<file path="src/rtl/ssrl_pkg.sv">
`default_nettype none
package ssrl_pkg;

  // Command codes on in_cmd
  localparam logic [1:0] CMD_INSERT = 2'd0;
  localparam logic [1:0] CMD_LOOKUP = 2'd1;
  localparam logic [1:0] CMD_CLEAR  = 2'd2;

  // Status codes on out_status
  localparam logic [1:0] ST_OK      = 2'd0;
  localparam logic [1:0] ST_FULL    = 2'd1;
  localparam logic [1:0] ST_ZERO    = 2'd2;
  localparam logic [1:0] ST_NOMATCH = 2'd3;

  typedef struct packed {
    logic [63:0] start;
    logic [63:0] size;
    logic [31:0] tag;
  } ssrl_entry_t;

  // Match result travelling down the chain towards the head cell
  typedef struct packed {
    logic        hit;
    ssrl_entry_t ent;
  } ssrl_carry_t;

  // Insert control broadcast to every cell
  typedef struct packed {
    logic        ins_en;
    ssrl_entry_t ent;
  } ssrl_ctrl_t;

endpackage
`default_nettype wire

</file>
<file path="src/rtl/ssrl_cell.sv">
`default_nettype none
module ssrl_cell (
  input  wire                  clk,
  input  ssrl_pkg::ssrl_ctrl_t ctrl_i,
  input  wire                  valid_i,
  input  wire                  prev_ge_i,
  input  ssrl_pkg::ssrl_entry_t prev_ent_i,
  output logic                 ge_o,
  output ssrl_pkg::ssrl_entry_t ent_o,
  input  wire  [63:0]          query_i,
  input  wire  [63:0]          base_i,
  input  ssrl_pkg::ssrl_carry_t carry_i,
  output ssrl_pkg::ssrl_carry_t carry_o
);
  import ssrl_pkg::*;

  ssrl_entry_t ent_r;
  ssrl_entry_t ent_nxt;
  logic        valid_r;
  logic        le_r;
  logic        gt_r;
  logic [63:0] diff_r;
  logic        hit_r;
  ssrl_carry_t carry_r;

  // Entries at or above the new start stay in place
  assign ge_o  = valid_i && (ent_r.start >= ctrl_i.ent.start);
  assign ent_o = ent_r;

  // Hold, take the new entry, or take the neighbour's entry on insert
  always_comb begin
    ent_nxt = ent_r;
    if (ctrl_i.ins_en && !ge_o) begin
      ent_nxt = prev_ge_i ? ctrl_i.ent : prev_ent_i;
    end
  end

  // First compare stage: bounds and offset into the entry
  always_ff @(posedge clk) begin
    ent_r   <= ent_nxt;
    valid_r <= valid_i;
    le_r    <= ent_r.start <= query_i;
    gt_r    <= ent_r.start > base_i;
    diff_r  <= query_i - ent_r.start;
  end

  // Second compare stage, then pass the nearest hit towards the head
  always_ff @(posedge clk) begin
    hit_r <= valid_r && le_r && gt_r && (diff_r <= ent_r.size);
    if (hit_r) begin
      carry_r <= '{hit: 1'b1, ent: ent_r};
    end else begin
      carry_r <= carry_i;
    end
  end

  assign carry_o = carry_r;

endmodule
`default_nettype wire

</file>
<file path="config.mk">
export PLATFORM = sky130hd
export DESIGN_NAME = ssrl_cell
export DESIGN_NICKNAME = d
export VERILOG_FILES = /design/src/rtl/ssrl_pkg.sv /design/src/rtl/ssrl_cell.sv
export SDC_FILE = /design/constraint.sdc
export NUM_CORES = 1
export LEC_CHECK = 0
export BUFFER_PORTS_ARGS = -buffer_cell sky130_fd_sc_hd__buf_2
export CAP_MARGIN = 40
export CORE_AREA = 2 2 365 367
export CTS_CLUSTER_SIZE = 40
export DETAILED_ROUTE_END_ITERATION = 7
export DIE_AREA = 0 0 367 369
export GPL_TIMING_DRIVEN = 0
export PLACE_DENSITY = 0.37
export SLEW_MARGIN = 5
export SYNTH_ARGS = -nofsm -noshare
export SYNTH_HDL_FRONTEND = slang
export SYNTH_SLANG_ARGS = --single-unit
</file>
<file path="constraint.sdc">
create_clock -name clk -period 13.6 [get_ports clk]
set_input_delay 2.72 -clock clk [delete_from_list [all_inputs] [get_ports clk]]
set_output_delay 2.72 -clock clk [all_outputs]
set_load 0.005 [all_outputs]
</file>
==> results.yml, run 1 <==
status:
  status: "completed"
timing:
  fin_worst_skew_ns: 0.0349
  tightest_slew_ns: 0.816
  grt_setup_unrepaired: "no"
  slew_headroom: 0.452
  fin_tns_setup_ns: 0
  finalCriticalPeriod_ns: 8.20
  final-hold-violation-count: 0
  slew_violations: 0
  fin_crit_sh: 0.603
  setup_viol: 0
  fmax_mhz: 122
  holdWs_ns: 0.492
worst_setup_path:
  crit_fanout: 2
  crit_type: "in -> out"
  cp.required_ns: 10.88
  crit_path_end_kind: "output pin"
  startpoint_type: "primary input"
  slowest_stage: "a2111oi_2"
  cp.arrival_ns: 5.48
  path_cells: "buf_2 > inv_1 > ha_1 > a21o_1 > a21o_1 > a21oi_1 > nor3_1 > a2111oi_0 > o31ai_1 > a2111oi_2 > o41ai_1 > buf_2 > buf_2"
  critPathMaxStageDelay_ns: 0.62
  cpMostUsedCell: "buf_2"
pwr:
  peakVddDrop_uv: 91.3
  seq_power_share: 0.387
  p_sw_mw: 1.18
  pwr-share-comb: 0.238
  p_clk_frac: 0.375
  leakage_nw: 14.8
  power_density_nw_per_um2: 123
  total_power_mw: 3.81
  internal-power_mw: 2.63
  swShare: 0.310
min_path:
  hold_path.class: "reg -> reg"
grt:
  grt_usage: 0.149
  use_met2: 0.264
  grt_pass1_vias: 19900
  grt-ovfl-total: 0
  grt_antenna_before_repair: 31
  grt_max_degree: 28
  grt_first_pass_wirelength_mm: 146
  grt-busiest-layer: "met2"
  grt.met3_usage: 0.0307
  met1_usage: 0.184
clocking:
  cts_root_buf: "clkbuf_16"
  cts.path.max_buffers: 3
  clock_sinks: 389
  clkTransAtPathRegs_ns: 0.06
  htreeDepth: 2
  cts_resized: 0
  ctsHoldBuffers: 0
  clk_latency_ns: 0.65
  cts_buffers: 53
  post-cts-setup-buffers: 0
  cts_tree: "built"
yosys:
  avgSynthCellArea_um2: 10.8
  seq_area_frac_synth: 0.424
  ys_seq_elements: 389
  async_flop_share: 0
  syn_inst: 2049
  ys.warnings.count: 0
  ys_types: 74
  synth-edff-count: 160
  synth_ff_type: "dfxtp_1"
  syn_nets: 2919
  syn_area_um2: 22100
floorplanning:
  core_area_um2: 131000
  die_w_um: 367
  ios: 935
  die_h_um: 369
  die_area_um2: 135000
  rows: 133
  start_util: 0.169
placed_design:
  port_buffers: 933
  gp_congestion: 0.844
  dp_cells: 4756
  dpl_cell_area_um2: 29300
  hpwlAfterDp_mm: 90.1
layout:
  final_cells: 4859
  design_area_um2: 31100
  areaGrowthSynthToFinish_pct: 40.3
  drive_above_1_share: 0.449
  fin_nets: 3926
  fillerInstances: 14600
  seq_area_um2: 9390
  multi_input_area_um2: 11500
route:
  viasPerCell: 3.92
  drt_wl_total_mm: 106
  first_pass_iters: 5
  ant_nets: 0
  num_vias: 19000
  drc: 0
  wire_per_inst_um: 21.7
  drt_iter0_drc: 738
run:
  cap_violations: 0
[worst max-delay path: cells and delay by family]
family / cells / cell delay, ns
buf+inv: 4 / 0.43
simple gates: 1 / 0.06
fa+ha+maj: 1 / 0.29
compound gates: 7 / 1.98
[per-layer routing]
layer / routed length (um) / share of wire
met5: 185 / 0.0018
met4: 2140 / 0.020
met3: 5260 / 0.050
met2: 52900 / 0.50
met1: 45100 / 0.43
[kinds of logic after synthesis]
kind of cell | Yosys count | synth area share
xor gates and xnor gates | 58 | 0.0229
AOI/OAI and AO/OA | 394 | 0.119
DFF | 389 | 0.424
buffers and inverters | 331 | 0.0566
muxes | 321 | 0.163
and+or+nand+nor | 299 | 0.0686
adders and majority gates | 257 | 0.146
[per-stage QoR]
stage          utilization  worst slack [ns]
5_1_grt              0.237              5.11
4_1_cts              0.237              5.24
3_5_place_dp         0.223              5.26
6_report             0.237              5.40
3_3_place_gp         0.221             -5.79
2_1_floorplan            -              1.73
[worst paths after layout]
| check | start | end | slack, ns | cells after the start |
|---|---|---|---|---|
| worst min register to register | ent_o[1] | carry_o[1] | 0.49 | 1 |
| worst min-delay path | ent_o[1] | carry_o[1] | 0.49 | 1 |
| worst max register to register | ent_o[109] | ent_o[12] | 8.75 | 14 |
| worst max-delay path | ctrl_i[109] | ge_o | 5.40 | 13 |
[cell usage after synthesis (18+ instances only)]
library cell  count  area [um^2]
nor2_1           66          248
xor2_1           28          245
nand4_1          58          363
edfxtp_1        160         4800
clkbuf_1         46          173
o21ai_0          53          265
mux2_2          320         3600
a21oi_1         138          691
dfxtp_1         229         4580
inv_1           274         1030
nand3_1          18         90.1
nand2_1          79          297
a21o_1           96          721
xnor2_1          30          263
ha_1            256         3200
[placed cells by master (no fill, tap or decap), types with 16 or more instances in the layout]
master,count
buf_2,944
mux2_2,320
inv_1,274
ha_1,256
dfxtp_1,229
edfxtp_1,160
a21oi_1,138
a21o_1,96
nand2_1,79
nor2_1,65
nand4_1,58
clkbuf_16,57
o21ai_0,53
clkbuf_1,50
xnor2_1,30
xor2_1,28
nand3_1,18
o21bai_1,16
[area by class of cell]
class | instances | share of cell area
clock buffer | 71 | 0.0499
multi-input combinational | 1329 | 0.371
timing repair buffer | 952 | 0.159
sequential | 389 | 0.302
antenna | 6 | 0.000483
buffer | 57 | 0.00737
clock inverter | 26 | 0.00637
tap | 1755 | 0.0707
inverter | 274 | 0.0331
[sequential cells by signal, indices dropped and copies added (netlist names)]
register  cells
diff_r       64
carry_o     161
hit_r         1
gt_r          1
valid_r       1
le_r          1
ent_o       160
[power by group through the flow]
stage	clock [mW]	combinational (mW)	sequential (mW)
floorplan	0	0.511	1.47
global placement	0	0.912	1.52
detailed placement	0	0.922	1.50
CTS	1.49	0.928	1.48
global route	1.52	1.02	1.49
finish	1.43	0.906	1.47
No activity file was read; power rests on OpenSTA's default activity.
==> run 2, diff against run 1 <==
--- a/config.mk
+++ b/config.mk
@@ -7,12 +7,12 @@
 export LEC_CHECK = 0
 export BUFFER_PORTS_ARGS = -buffer_cell sky130_fd_sc_hd__buf_2
 export CAP_MARGIN = 40
-export CORE_AREA = 2 2 365 367
+export CORE_AREA = 2 2 363 365
 export CTS_CLUSTER_SIZE = 40
 export DETAILED_ROUTE_END_ITERATION = 7
-export DIE_AREA = 0 0 367 369
+export DIE_AREA = 0 0 365 367
 export GPL_TIMING_DRIVEN = 0
-export PLACE_DENSITY = 0.37
+export PLACE_DENSITY = 0.38
 export SLEW_MARGIN = 5
 export SYNTH_ARGS = -nofsm -noshare
 export SYNTH_HDL_FRONTEND = slang
==> constraint.sdc (replaced) <==
create_clock -name clk -period 7.05 [get_ports clk]
set_input_delay 1.41 -clock clk [delete_from_list [all_inputs] [get_ports clk]]
set_output_delay 1.41 -clock clk [all_outputs]
set_load 0.005 [all_outputs]
==> run 2 against run 1 <==
Compared with the run above: critical path type unchanged; flip-flop and latch count unchanged; sequential power grew 93%; design area grew 0.33%; utilization increased by 0.20 points.
==> results.yml, run 2 (same netlist as run 1, synthesis figures left out) <==
run:
  cap_violations: 0
floorplanning:
  start_util: 0.170
  die_w_um: 365
  core_area_um2: 130000
  die_h_um: 367
  ios: 935
  die_area_um2: 134000
  rows: 133
worst_setup_path:
  path_cells: "buf_2 > inv_1 > ha_1 > nand4_1 > or4_1 > o31ai_1 > a2111oi_1 > buf_2 > o41ai_1 > buf_2"
  cp.required_ns: 5.64
  startpoint_type: "primary input"
  slowest_stage: "o41ai_1"
  crit_type: "in -> out"
  cp.arrival_ns: 4.32
  crit_path_end_kind: "output pin"
  cpMostUsedCell: "buf_2"
  critPathMaxStageDelay_ns: 0.81
  crit_fanout: 3
layout:
  fillerInstances: 14500
  fin_nets: 3924
  final_cells: 4859
  layout_common_cells: "945 x buf_2, 320 x mux2_2, 274 x inv_1"
  areaGrowthSynthToFinish_pct: 40.8
  final_common_cell: "buf_2"
  final_util: 0.239
  drive_above_1_share: 0.450
  largest_reg_flops: 161
grt:
  grt-ovfl-total: 0
  grt_max_degree: 29
  grt_usage: 0.151
  grt_pass1_vias: 19900
  grt_first_pass_wirelength_mm: 144
  grt_antenna_before_repair: 29
clocking:
  cts_tree: "built"
  cts_buffers: 52
  cts_root_buf: "clkbuf_16"
  htreeDepth: 2
  ctsHoldBuffers: 0
  clock_sinks: 389
  clkTransAtPathRegs_ns: 0.06
  post-cts-setup-buffers: 0
  cts.path.max_buffers: 3
  clk_latency_ns: 0.64
  cts_resized: 0
pwr:
  peakVddDrop_uv: 180
  power_density_nw_per_um2: 241
  leakage_nw: 14.9
timing:
  tightest_slew_ns: 0.887
  slew_headroom: 0.401
  final-hold-violation-count: 0
  finalCriticalPeriod_ns: 5.73
  fmax_mhz: 174
  grt_setup_unrepaired: "no"
  fin_worst_skew_ns: 0.0321
  slew_violations: 0
  fin_crit_sh: 0.813
  setup_viol: 0
placed_design:
  hpwlAfterDp_mm: 90.0
  port_buffers: 933
  gp_congestion: 0.864
  dp_cells: 4755
min_path:
  hold_path.class: "reg -> reg"
route:
  num_vias: 19200
  ant_nets: 0
  wire_per_inst_um: 21.7
  drt_wl_total_mm: 105
  drt_iter0_drc: 928
  drc: 0
  viasPerCell: 3.96
  first_pass_iters: 7
status:
  status: "completed"
[run 2: routing by layer]
| metal | wire length (um) | share of wire | track usage |
|---|---|---|---|
| met1 | 45500 | 0.43 | 0.188 |
| met2 | 52200 | 0.50 | 0.265 |
| met3 | 5400 | 0.051 | 0.0285 |
| met4 | 2190 | 0.021 | 0.0393 |
| met5 | 152 | 0.0014 | 0 |
[run 2: area by class of cell]
cell class / instances / area (um^2) / share of cell area
Inverter: 274 / 1030 / 0.0330
Buffer: 57 / 230 / 0.00739
Antenna cell: 7 / 17.5 / 0.000562
Clock inverter: 28 / 385 / 0.0124
Clock buffer: 69 / 1460 / 0.0467
Timing Repair Buffer: 951 / 4940 / 0.159
Tap cell: 1755 / 2200 / 0.0705
Sequential cell: 389 / 9390 / 0.301
Multi-Input combinational cell: 1329 / 11500 / 0.370
[run 2: final timing paths]
path,from,to,slack [ns],cells after the start
setup / recovery,ctrl_i[119],ge_o,1.32,10
hold / removal,ent_o[18],carry_o[18],0.50,1
setup reg to reg,ent_o[109],ent_o[50],2.35,15
hold reg to reg,ent_o[18],carry_o[18],0.50,1
[run 2: where the power goes]
part | switching [mW] | total [mW] | leakage (nW) | internal (mW)
clock network | 1.14 | 2.92 | 0.903 | 1.78
registers | 0.193 | 2.84 | 3.47 | 2.65
logic | 0.935 | 1.75 | 10.5 | 0.816
[run 2: through the flow]
stage / TNS [ns] / power [mW] / cell area, um^2 / hold WS, ns / setup WS, ns
finish: 0 / 7.51 / 31200 / 0.497 / 1.32
global route: 0 / 7.94 / 31200 / 0.514 / 1.05
CTS: 0 / 7.67 / 31100 / 0.498 / 1.16
detailed placement: 0 / 4.67 / 29300 / 0.483 / 1.18
global placement: -426.49 / 4.66 / 29000 / 0.478 / -2.74
floorplan: 0 / 3.80 / 22100 / 0.410 / 0.981
[run 2: critical path: cells and delay by family]
family	cells	cell delay (ns)
fa+ha+maj	1	0.29
buf+inv	4	0.57
simple gates	2	0.66
compound gates	3	1.38
==> run 3, diff against run 2 <==
--- a/config.mk
+++ b/config.mk
@@ -7,12 +7,12 @@
 export LEC_CHECK = 0
 export BUFFER_PORTS_ARGS = -buffer_cell sky130_fd_sc_hd__buf_2
 export CAP_MARGIN = 40
-export CORE_AREA = 2 2 363 365
+export CORE_AREA = 2 2 365 367
 export CTS_CLUSTER_SIZE = 40
 export DETAILED_ROUTE_END_ITERATION = 7
-export DIE_AREA = 0 0 365 367
+export DIE_AREA = 0 0 367 369
 export GPL_TIMING_DRIVEN = 0
-export PLACE_DENSITY = 0.38
+export PLACE_DENSITY = 0.37
 export SLEW_MARGIN = 5
 export SYNTH_ARGS = -nofsm -noshare
 export SYNTH_HDL_FRONTEND = slang
==> constraint.sdc (replaced) <==
create_clock -name clk -period 5.3 [get_ports clk]
set_input_delay 1.06 -clock clk [delete_from_list [all_inputs] [get_ports clk]]
set_output_delay 1.06 -clock clk [all_outputs]
set_load 0.005 [all_outputs]
==> run 3 against run 2 <==
Compared with the run above: power is 32% higher; critical path depth fell by 3; first-iteration DRC count is 13% lower; final cell count about the same; register-to-register slack worse by 1.6 ns; setup slack lost 0.85 ns; count of clock-buffer cells in the layout down 3; combinational power is 33% higher; non-clock buffer count stayed put; die area rose by 1.1%; via count is 0.64% lower; critical endpoint unchanged.
==> results.yml, run 3 (same netlist as run 1, synthesis figures left out) <==
worst_setup_path:
  reg2reg_to: "ent_o[21]"
  worstRegToRegCells: 14
  crit_type: "reg -> out"
  critPathMaxStageDelay_ns: 0.59
  rr_startpoint: "ent_o[96]"
  crit_family: "compound AO/OA/AOI/OAI gates"
  crit_fanout: 5
  cp.arrival_ns: 3.78
  startpoint_type: "flop"
  slowest_stage: "edfxtp_1"
  crit_buf_inv: 1
  crit_cells: 7
  cp.required_ns: 4.24
  crit_path_end_kind: "output pin"
  rrSetupSlack_ns: 0.73
  path_cells: "ha_1 > nand4_1 > or4_1 > o31ai_1 > a2111oi_2 > o41ai_2 > buf_2"
layout:
  layout_common_cells: "944 x buf_2, 320 x mux2_2, 271 x inv_1"
  seq_area_um2: 9390
  design_area_um2: 31200
  final_util: 0.238
  areaGrowthSynthToFinish_pct: 40.9
  largest_reg_flops: 161
  multi_input_area_um2: 11600
  final_common_cell: "buf_2"
  fillerInstances: 14500
  fin_nets: 3925
  drive_above_1_share: 0.454
placed_design:
  hpwlAfterDp_mm: 90.3
  dpl_cell_area_um2: 29300
  dp_worst_setup_slack_ns: -0.174
  gp_congestion: 0.854
  port_buffers: 933
grt:
  grt_antenna_before_repair: 34
  grt_max_degree: 27
  grt-ovfl-total: 0
  grt_pass1_vias: 20100
  grt_first_pass_wirelength_mm: 146
  grt_usage: 0.149
pwr:
  power_density_nw_per_um2: 317
  peakVddDrop_uv: 203
  leakage_nw: 14.9
  total_power_mw: 9.89
route:
  drt_iter0_drc: 812
  num_vias: 19100
  first_pass_iters: 5
  drt_wl_total_mm: 105
  drc: 0
  ant_nets: 0
  viasPerCell: 3.93
  wire_per_inst_um: 21.7
floorplanning:
  die_w_um: 367
  rows: 133
  die_h_um: 369
  start_util: 0.169
  core_area_um2: 131000
  die_area_um2: 135000
  ios: 935
timing:
  fin_crit_sh: 0.913
  fmax_mhz: 207
  final-hold-violation-count: 0
  fin_worst_skew_ns: 0.0190
  finalCriticalPeriod_ns: 4.84
  fin_tns_setup_ns: 0
  slew_violations: 0
  setup_viol: 0
  final.setup.worst_slack_ns: 0.463
  slew_headroom: 0.424
  tightest_slew_ns: 0.860
  grt_setup_unrepaired: "no"
clocking:
  clkTransAtPathRegs_ns: 0.06
  cts_resized: 0
  clk_latency_ns: 0.64
  cts_tree: "built"
  cts.path.max_buffers: 3
  post-cts-setup-buffers: 0
  cts_buffers: 53
  clock_sinks: 389
  cts_root_buf: "clkbuf_16"
  ctsHoldBuffers: 0
  htreeDepth: 2
min_path:
  min_path_cells: 1
  min_to: "carry_o[14]"
  holdCritStartpoint: "ent_o[14]"
  hold_path.class: "reg -> reg"
status:
  status: "completed"
run:
  cap_violations: 0
==> run 3: cell count changes in the layout (fill, tap and decap cells not counted), moves of 3 or more <==
cell       change
bufinv_16      -5
inv_1          -3
ha_1           -3
clkinv_1       +3
clkbuf_16      +4
diode_2        -3
buf_8          +3
clkbuf_1       -5
clkinv_2       +3
==> run 3: worst max-delay path by stage <==
stage | from | to
detailed placement | ctrl_i[96] | ent_o[50]
global placement | ctrl_i[96] | ent_o[12]
CTS | ent_o[96] | ge_o
floorplan | ctrl_i[113] | ent_o[0]
global route | ent_o[117] | ge_o
finish | ent_o[117] | ge_o
==> run 3: layout make-up <==
class | count | share of cell area
Multi-Input combinational cell | 1329 | 0.371
Sequential cell | 389 | 0.301
Timing Repair Buffer | 951 | 0.158
Tap cell | 1755 | 0.0704
Clock buffer | 66 | 0.0487
Inverter | 274 | 0.0332
Clock inverter | 33 | 0.0100
Buffer | 57 | 0.00734
Antenna cell | 4 | 0.000321
==> run 3: report_power, final <==
group          internal [mW]  total, mW  switching [mW]
Sequential              3.52       3.77           0.255
Combinational           1.09       2.33            1.24
Clock                   2.24       3.79            1.56
==> run 3: stage by stage <==
stage                     cells  hold WS (ns)
after global placement     4737         0.480
after CTS                  4854         0.498
after global routing       4858         0.514
after floorplan            2049         0.410
final                      4858         0.497
after detailed placement   4755         0.484
==> run 3: routing by layer <==
layer  vias up  global-route usage  share of wire  wire length [um]
met5         -                   0         0.0018               188
met4        32              0.0370          0.023              2380
met3       145              0.0325          0.051              5360
met2       529               0.266           0.50             52800
met1      9032               0.181           0.42             44600
li1       9365                   -              -                 -
==> run 3: worst register-to-register path: stages (launching register included) <==
cell	delay [ns]
edfxtp_1	0.45
inv_1	0.15
ha_1	0.24
nand2b_1	0.14
a21o_1	0.16
a21o_1	0.18
a21oi_1	0.29
o211a_1	0.23
o31ai_1	0.12
a2111oi_2	0.69
o41ai_2	0.22
nor2_4	0.61
buf_12	0.29
buf_12	0.24
buf_12	0.25
